**config.mk**
```make
export PLATFORM = sky130hd
export DESIGN_NAME = kli_controller_flat
export DESIGN_NICKNAME = d
export VERILOG_FILES = /design/src/hw/rtl/kli_pkg.sv /design/src/hw/rtl/kli_item_if.sv /design/src/hw/rtl/kli_controller.sv /design/src/flat_wrapper.sv
export VERILOG_INCLUDE_DIRS = /design/src /design/src/hw/rtl
export SDC_FILE = /design/constraint.sdc
export NUM_CORES = 1
export LEC_CHECK = 0
export BUFFER_PORTS_ARGS = -buffer_cell sky130_fd_sc_hd__buf_2
export CORE_AREA = 2 2 82 84
export CTS_BUF_LIST = sky130_fd_sc_hd__clkbuf_8
export DETAILED_ROUTE_END_ITERATION = 10
export DIE_AREA = 0 0 84 86
export PLACE_DENSITY = 0.55
export SETUP_SLACK_MARGIN = 0.3
export SKIP_CTS_REPAIR_TIMING = 1
export SYNTH_ARGS = -nofsm -noshare
export SYNTH_HDL_FRONTEND = slang
export SYNTH_SLANG_ARGS = --single-unit
```
**constraint.sdc**
```tcl
create_clock -name clk -period 2.6 [get_ports clk]
set_input_delay 0.65 -clock clk [delete_from_list [all_inputs] [get_ports clk]]
set_output_delay 0.65 -clock clk [all_outputs]
set_load 0.03 [all_outputs]
```
**src/hw/rtl/keyframe_linear_interpolator_unit_macros.svh**
```systemverilog
// ---------------------------------------------------------------------------
// Keyframe interpolator assertion macros
// Concurrent assertion helpers; they compile to nothing when SYNTH is defined.
// ---------------------------------------------------------------------------
`ifndef KEYFRAME_LINEAR_INTERPOLATOR_UNIT_MACROS_SVH
`define KEYFRAME_LINEAR_INTERPOLATOR_UNIT_MACROS_SVH
`ifndef SYNTH
// Checks that an expression holds at every clock edge outside reset.
`define KLI_ASSERT_ALWAYS(lbl, expr) \
	lbl: assert property (@(posedge clk) disable iff (!arst_n) (expr)) \
		else $error("keyframe interpolator check failed");
// Checks that a condition is followed by a consequence in the next cycle.
`define KLI_ASSERT_NEXT(lbl, pre, post) \
	lbl: assert property (@(posedge clk) disable iff (!arst_n) (pre) |=> (post)) \
		else $error("keyframe interpolator sequence check failed");
`else
`define KLI_ASSERT_ALWAYS(lbl, expr)
`define KLI_ASSERT_NEXT(lbl, pre, post)
`endif
`endif

```
**src/hw/rtl/kli_pkg.sv**
```systemverilog
// ---------------------------------------------------------------------------
// Keyframe interpolator package
// Shared constants, datapath operation codes and control structures.
// ---------------------------------------------------------------------------
package kli_pkg;

	// Fixed field widths.
	localparam int DW          = 32;
	localparam int VALUE_COUNT = 4;
	localparam int EW          = $clog2(VALUE_COUNT);
	localparam int FRAC_W      = 17;
	localparam int DIV_STEPS   = FRAC_W;

	// Item kinds.
	localparam logic KIND_LOAD  = 1'b0;
	localparam logic KIND_QUERY = 1'b1;

	// Configuration register indexes.
	localparam logic CFG_KEY_COUNT = 1'b0;
	localparam logic CFG_HOLD_MODE = 1'b1;

	typedef logic signed [DW-1:0] word_t;

	// Datapath operations issued by the controller.
	typedef enum logic [3:0] {
		DP_NONE,
		DP_LOAD,
		DP_START,
		DP_CHK_HINT,
		DP_CHK_END,
		DP_PROBE,
		DP_PROBE_HI,
		DP_DECIDE,
		DP_ROW0,
		DP_ROW1,
		DP_DIV,
		DP_MUL,
		DP_ADD,
		DP_PUSH
	} dp_op_t;

	typedef struct packed {
		dp_op_t        op;
		logic          div_first;
		logic [EW-1:0] elem;
	} dp_cmd_t;

	typedef struct packed {
		logic out_range;
		logic search_ok;
		logic less;
		logic more;
		logic out_free;
	} dp_status_t;

endpackage

```
**src/hw/rtl/kli_item_if.sv**
```systemverilog
// ---------------------------------------------------------------------------
// Keyframe interpolator input channel
// Valid/ready channel carrying load and query items.
// ---------------------------------------------------------------------------
interface kli_item_if;
	import kli_pkg::*;

	logic       valid;
	logic       ready;
	logic       kind;
	logic [3:0] key_index;
	word_t      key_time;
	word_t      load_value_0;
	word_t      load_value_1;
	word_t      load_value_2;
	word_t      load_value_3;
	word_t      query_time;

	modport source (output valid, kind, key_index, key_time, load_value_0, load_value_1,
		load_value_2, load_value_3, query_time, input ready);
	modport sink (input valid, kind, key_index, key_time, load_value_0, load_value_1,
		load_value_2, load_value_3, query_time, output ready);
	modport mon (input valid, ready, kind, key_index, key_time, load_value_0, load_value_1,
		load_value_2, load_value_3, query_time);
endinterface

```
**src/hw/rtl/kli_controller.sv**
```systemverilog
// ---------------------------------------------------------------------------
// Keyframe interpolator controller
// Sequences loads, the hinted binary search, the divider and the blend.
// ---------------------------------------------------------------------------
`include "keyframe_linear_interpolator_unit_macros.svh"

module kli_controller (
	input  logic                clk,
	input  logic                arst_n,
	kli_item_if.sink            item,
	input  kli_pkg::dp_status_t status,
	output kli_pkg::dp_cmd_t    cmd
);
	import kli_pkg::*;

	typedef enum logic [3:0] {
		S_IDLE, S_HINT, S_END, S_PROBE, S_PROBE_HI, S_DECIDE,
		S_ROW0, S_ROW1, S_DIV, S_MUL, S_ADD, S_DONE
	} state_t;

	state_t        state_q;
	state_t        state_d;
	logic [4:0]    cnt_q;
	logic [EW-1:0] elem_q;

	assign item.ready = (state_q == S_IDLE);

	// Next state and the operation for this cycle.
	always_comb begin
		state_d       = state_q;
		cmd.op        = DP_NONE;
		cmd.div_first = (cnt_q == 5'd0);
		cmd.elem      = elem_q;
		case (state_q)
			S_IDLE: begin
				if (item.valid) begin
					if (item.kind == KIND_LOAD) begin
						cmd.op = DP_LOAD;
					end else begin
						cmd.op  = DP_START;
						state_d = S_HINT;
					end
				end
			end
			S_HINT: begin
				cmd.op  = DP_CHK_HINT;
				state_d = S_END;
			end
			S_END: begin
				cmd.op  = DP_CHK_END;
				state_d = status.out_range ? S_DONE : S_PROBE;
			end
			S_PROBE: begin
				if (status.search_ok) begin
					cmd.op  = DP_PROBE;
					state_d = S_PROBE_HI;
				end else begin
					state_d = S_DONE;
				end
			end
			S_PROBE_HI: begin
				cmd.op  = DP_PROBE_HI;
				state_d = S_DECIDE;
			end
			S_DECIDE: begin
				cmd.op  = DP_DECIDE;
				state_d = (status.less || status.more) ? S_PROBE : S_ROW0;
			end
			S_ROW0: begin
				cmd.op  = DP_ROW0;
				state_d = S_ROW1;
			end
			S_ROW1: begin
				cmd.op  = DP_ROW1;
				state_d = S_DIV;
			end
			S_DIV: begin
				cmd.op = DP_DIV;
				if (cnt_q == 5'(DIV_STEPS - 1)) begin
					state_d = S_MUL;
				end
			end
			S_MUL: begin
				cmd.op  = DP_MUL;
				state_d = S_ADD;
			end
			S_ADD: begin
				cmd.op  = DP_ADD;
				state_d = (elem_q == EW'(VALUE_COUNT - 1)) ? S_DONE : S_MUL;
			end
			S_DONE: begin
				if (status.out_free) begin
					cmd.op  = DP_PUSH;
					state_d = S_IDLE;
				end
			end
			default: state_d = S_IDLE;
		endcase
	end

	// State and step counters.
	always_ff @(posedge clk or negedge arst_n) begin
		if (!arst_n) begin
			state_q <= S_IDLE;
			cnt_q   <= '0;
			elem_q  <= '0;
		end else begin
			state_q <= state_d;
			if (state_q == S_DIV) begin
				cnt_q <= cnt_q + 5'd1;
			end else begin
				cnt_q <= '0;
			end
			if (state_q == S_ADD) begin
				elem_q <= elem_q + EW'(1);
			end else if (state_q != S_MUL) begin
				elem_q <= '0;
			end
		end
	end

	// A result beat is only pushed when the output register can take it.
	`KLI_ASSERT_ALWAYS(a_push_free, (cmd.op != DP_PUSH) || status.out_free)
	// The divider runs exactly its fixed number of steps.
	`KLI_ASSERT_NEXT(a_div_len, (state_q == S_DIV) && (cnt_q == 5'(DIV_STEPS - 1)), state_q == S_MUL)
	// A hit in the search moves on to fetch the key rows.
	`KLI_ASSERT_NEXT(a_hit_rows, (state_q == S_DECIDE) && !status.less && !status.more, state_q == S_ROW0)
endmodule

```
**src/flat_wrapper.sv**
```systemverilog
// flat-port wrapper written by rule: the top's interface ports become plain ports
module kli_controller_flat import kli_pkg::*;
  (clk, arst_n, status, cmd, item_valid, item_kind, item_key_index, item_key_time, item_load_value_0, item_load_value_1, item_load_value_2, item_load_value_3, item_query_time, item_ready);
  kli_item_if item_i ();
  input  logic clk;
  input  logic arst_n;
  input  kli_pkg::dp_status_t status;
  output kli_pkg::dp_cmd_t cmd;
  input wire logic [$bits(item_i.valid)-1:0] item_valid;
  input wire logic [$bits(item_i.kind)-1:0] item_kind;
  input wire logic [$bits(item_i.key_index)-1:0] item_key_index;
  input wire logic [$bits(item_i.key_time)-1:0] item_key_time;
  input wire logic [$bits(item_i.load_value_0)-1:0] item_load_value_0;
  input wire logic [$bits(item_i.load_value_1)-1:0] item_load_value_1;
  input wire logic [$bits(item_i.load_value_2)-1:0] item_load_value_2;
  input wire logic [$bits(item_i.load_value_3)-1:0] item_load_value_3;
  input wire logic [$bits(item_i.query_time)-1:0] item_query_time;
  output wire logic [$bits(item_i.ready)-1:0] item_ready;
  assign item_i.valid = item_valid;
  assign item_i.kind = item_kind;
  assign item_i.key_index = item_key_index;
  assign item_i.key_time = item_key_time;
  assign item_i.load_value_0 = item_load_value_0;
  assign item_i.load_value_1 = item_load_value_1;
  assign item_i.load_value_2 = item_load_value_2;
  assign item_i.load_value_3 = item_load_value_3;
  assign item_i.query_time = item_query_time;
  assign item_ready = item_i.ready;
  kli_controller u_core (.clk(clk), .arst_n(arst_n), .item(item_i), .status(status), .cmd(cmd));
endmodule
```
# [Word level (Yosys, flattened, before mapping)]
# Cells that the tools add are included.
[classes] muxes=17 n_eq_ne=18 n_reduce_logical=5 addsub=2
[ops] op="one-hot mux 4 bit (12 select lines)" n=2
[ops] op="two-way mux 4 bit" n=8
[ops] op="equality test 4 x 3 -> 1 bit, second input constant" n=4
[ops] op="equality test 4 bit, second input constant" n=4
[ops] op="equality test 4 x 2 -> 1 bit, second input constant" n=2
[ops] op="two-way mux 2 bit" n=4
[ops] op="two-way mux 3 bit" n=2
[ops] op="inequality test 2 bit, second input constant" n=3
[ops] op="adder 5 x 1 -> 5 bit, second input constant" n=1
[ops] op="equality test 5 bit, second input constant" n=1
[ops] op="zero test 5 bit" n=1
[ops] op="two-way mux 5 bit" n=1
[ops] op="equality test 4 x 1 -> 1 bit, second input constant" n=1
[ops] op="zero test 4 bit" n=1
[ops] op="inequality test 4 bit, second input constant" n=1
[ops] op="AND reduction 4 bit" n=1
[ops] op="adder 2 x 1 -> 2 bit, second input constant" n=1
[ops] op="equality test 2 bit, second input constant" n=1
[ops] op="inequality test 2 x 1 -> 1 bit, second input constant" n=1
[ops] op="nonzero test 2 bit" n=1
[ops] op="logical OR 1 bit" n=1
[totals] register_bits=11 wordCells=45 output_inout_bits=8 input_bits=205

# [Logic depth before layout (Yosys ltp)]
[logic_depth] depth_word=3 ltp_mapped=5 ltp_nobuf=4

# [Worst setup path after synthesis]
# No wires, ideal clock.
[synth_timing] path_kind="reg2out" startpoint="reg u_core.state_q[1]" endpoint="out cmd[5] in the netlist's numbering" slack_ps=308 path_stages_with_launch=4 path_buffers=1 arrival_time_ps=1642 cell_sequence="dfrtp_1 clkbuf_1 inv_1 o32ai_1"
[synth_rtl] item="start: declaration" line="kli_controller.sv:21" rtl="state_t state_q;"
[synth_rtl] item="start signal: assignment" line="kli_controller.sv:108" rtl="state_q <= state_d;"
[synth_rtl] item="end: declaration" line="flat_wrapper.sv:8" rtl="output kli_pkg::dp_cmd_t cmd;"

==> results by group <==
Run status
  – Status: completed

Setup path
  – Slowest cell on crit path: dfrtp_1
  – Worst path top cell family by delay: flip-flops
  – Crit-path cells: nand2b_1 -> o22a_1 -> o22ai_1 -> buf_2
  – CP Max Fanout: 8
  – WP data required: 1.95 ns
  – Worst r2r src: u_core.state_q[2]$_DFFE_PN0P_
  – Setup CP Type: reg -> out
  – RR Endpoint: u_core.state_q[0]$_DFFE_PN0P_
  – Endpoint class of the critical path: output pin
  – Largest stage delay on the critical path: 0.45 ns
  – Reg2Reg Depth: 4
  – R2R setup slack: 0.88 ns
  – CP arrival: 1.61 ns
  – Worst setup SP type: flop
  – Buffer and inverter count on the worst path: 1

Pwr
  – Psw: 532.9 uW
  – Leakage: 0.0004110 uW
  – Flop pwr share: 30.9%
  – Combinational share of power: 53.2%
  – VDD IR max: 225.4 uV
  – PD cells: 1140 mW/mm^2
  – Overall power: 1093 uW
  – P_int: 560.2 uW
  – Clock share of power: 15.9%
  – Switching Fraction: 48.75%

Detailed routing
  – Drt drc: 0
  – Drt pass-1 iters: 4
  – DR WL/cell: 10.49 um
  – DRT iter0 DRCs: 23
  – Drt total wl: 1878 um
  – Routed Antenna Nets: 0
  – Vias post-DR: 666
  – Vias/cell: 3.721

Timing
  – Actual slew at the worst max-slew pin: 0.2649 ns
  – RSZ-0062 raised after global routing: true
  – Final Hold Fails: 0
  – Fmax: 441.7 MHz
  – Slew Limit Fails: 0
  – Post-route setup slack: 0.3360 ns
  – Setup violators final: 0
  – Total negative slack: 0 ns
  – Relative slew slack: 82.09%
  – Period utilization: 87.08%
  – Shortest period the worst path allows: 2.264 ns
  – Worst Skew: 0.001744 ns

Cells and area
  – Most frequent cells in the layout: 16 x buf_2, 15 x nor2_1, 8 x dfrtp_1
  – Layout Cells excl Fill: 179
  – Area grow syn2layout: 26.61%
  – Ant diodes: 0
  – Nets: 311
  – Share of cells above drive strength 1: 26.47%
  – Fillcell total: 718
  – Most common cell after layout, fill and taps aside: buf_2

Clock tree
  – Clock buffer count from CTS: 3
  – CTS Root Cell: clkbuf_8
  – CTS H-tree lvls: 1
  – CTS tree: built
  – Clock Pin Slew Worst Setup and Hold Paths: 0.05 ns
  – Skew-Pair Late Insertion Delay: 0.24 ns
  – CTS max path bufs: 2
  – Total clock sinks: 11

Place
  – Detailed placement HPWL: 1413 um
  – Gpl congestion: 0.7927
  – Placed cells: 175
  – Pre-CTS worst setup slack: 0.4493 ns
  – # port buffers: 16

Global routing
  – Number of global-route vias before repair: 688
  – Largest net degree at the start of global routing: 17
  – First-pass GRT wire length: 3243 um
  – GRT Total Usage: 5.623%
  – Initial antenna violation count: 0
  – Grt total ovfl: 0

Logic synthesis
  – Post-synthesis cell area: 757.0 um^2
  – Synth warnings: 0
  – Async SR Flop Fraction: 100.0%
  – Synthesized flop and latch total: 11
  – Syn avg cell area: 8.701 um^2
  – Dominant register cell in the synthesized netlist: dfrtp_1
  – Yosys cell types: 37
  – Register area share after synthesis: 36.36%
  – Synthesized instance count: 87
  – Net Count, Synth: 295
  – Number of enable flip-flop cells after synthesis: 0

Floorplanning
  – DIE WIDTH: 84 um
  – Core ar.: 0.006277 mm^2
  – Die Ht: 86 um
  – Initial core utilization: 12.06%
  – I/O Pins: 213
  – Std cell rows: 29
  – Die area: 0.007224 mm^2

Min path
  – Min-Delay Path Class: in -> async

Run
  – Max Cap Viol: 0
==> state kept, by name, summed over array words and instances (netlist names) <==
register / count
u_core.cnt_q: 5
u_core.elem_q: 2
u_core.state_q: 4
==> kinds of logic (layout without fill, tap and decap cells) <==
logic type / Yosys count / count (layout) / synth area share (%)
AO/OA/AOI/OAI: 23 / 23 / 22.81
XOR/XNOR: 3 / 3 / 3.472
adder cells (fa/ha/maj): 3 / 3 / 4.959
buffers and inverters: 12 / 27 / 7.769
flip-flops: 11 / 11 / 36.36
AND/OR/NAND/NOR: 35 / 35 / 24.63
==> layout make-up <==
class,instances,area (um^2),area share [%]
clock inverter,1,5.005,0.5222
sequential,11,279.0,29.11
tap,77,96.34,10.05
multi-input combinational,64,422.9,44.13
inverter,5,18.77,1.958
clock buffer,3,41.29,4.308
timing repair buffer,18,95.09,9.922
==> per-stage QoR <==
stage	area, um^2	utilization (%)	hold slack (ns)
3_5_place_dp	908.4	14.47	0.4864
4_1_cts	954.7	15.21	0.2801
6_report	958.4	15.27	0.2727
2_1_floorplan	757.0	-	0.3544
5_1_grt	958.4	15.27	0.2865
3_3_place_gp	908.4	14.47	0.4817
==> synth_stat cells (2+ instances only) <==
library cell / n / area share [%]
ha_1: 3 / 5.0
nor2_1: 15 / 7.4
clkbuf_1: 3 / 1.5
dfrtp_1: 11 / 36
o31ai_1: 2 / 2.0
xor2_1: 2 / 2.3
nand2b_1: 3 / 2.5
o32ai_1: 3 / 3.5
nand3_1: 2 / 1.3
a2bb2oi_1: 2 / 2.3
nand2_1: 3 / 1.5
a22oi_1: 2 / 2.0
buf_2: 2 / 1.3
a21oi_1: 5 / 3.3
nor4b_1: 3 / 3.5
inv_1: 5 / 2.5
==> metal layers <==
metal	vias to the layer above	wire length [um]	track usage, %
li1	344	-	-
met1	301	928	7.139
met2	15	815	8.218
met3	6	68	1.540
met4	0	65	3.959
met5	-	0	0
==> worst max-delay path by stage <==
| stage | startpoint | end | slack [ns] | depth (start not counted) |
|---|---|---|---|---|
| 3_3_place_gp | item_kind | cmd[3] | 0.47 | 5 |
| 4_1_cts | u_core.state_q[3]$_DFFE_PN0P_ | cmd[3] | 0.25 | 4 |
| 2_1_floorplan | u_core.state_q[1]$_DFFE_PN0P_ | cmd[5] | 0.31 | 3 |
| 5_1_grt | u_core.state_q[3]$_DFFE_PN0P_ | cmd[3] | 0.26 | 4 |
| 6_report | u_core.state_q[2]$_DFFE_PN0P_ | cmd[3] | 0.34 | 4 |
| 3_5_place_dp | item_kind | cmd[3] | 0.45 | 5 |
==> power by group through the flow <==
stage | sequential (uW) | combinational [uW] | clock [uW]
floorplan | 269 | 512 | 0
global placement | 333 | 587 | 0
detailed placement | 336 | 589 | 0
CTS | 331 | 590 | 181
global route | 358 | 645 | 185
finish | 338 | 581 | 174
(Power assumes the default switching activity.)
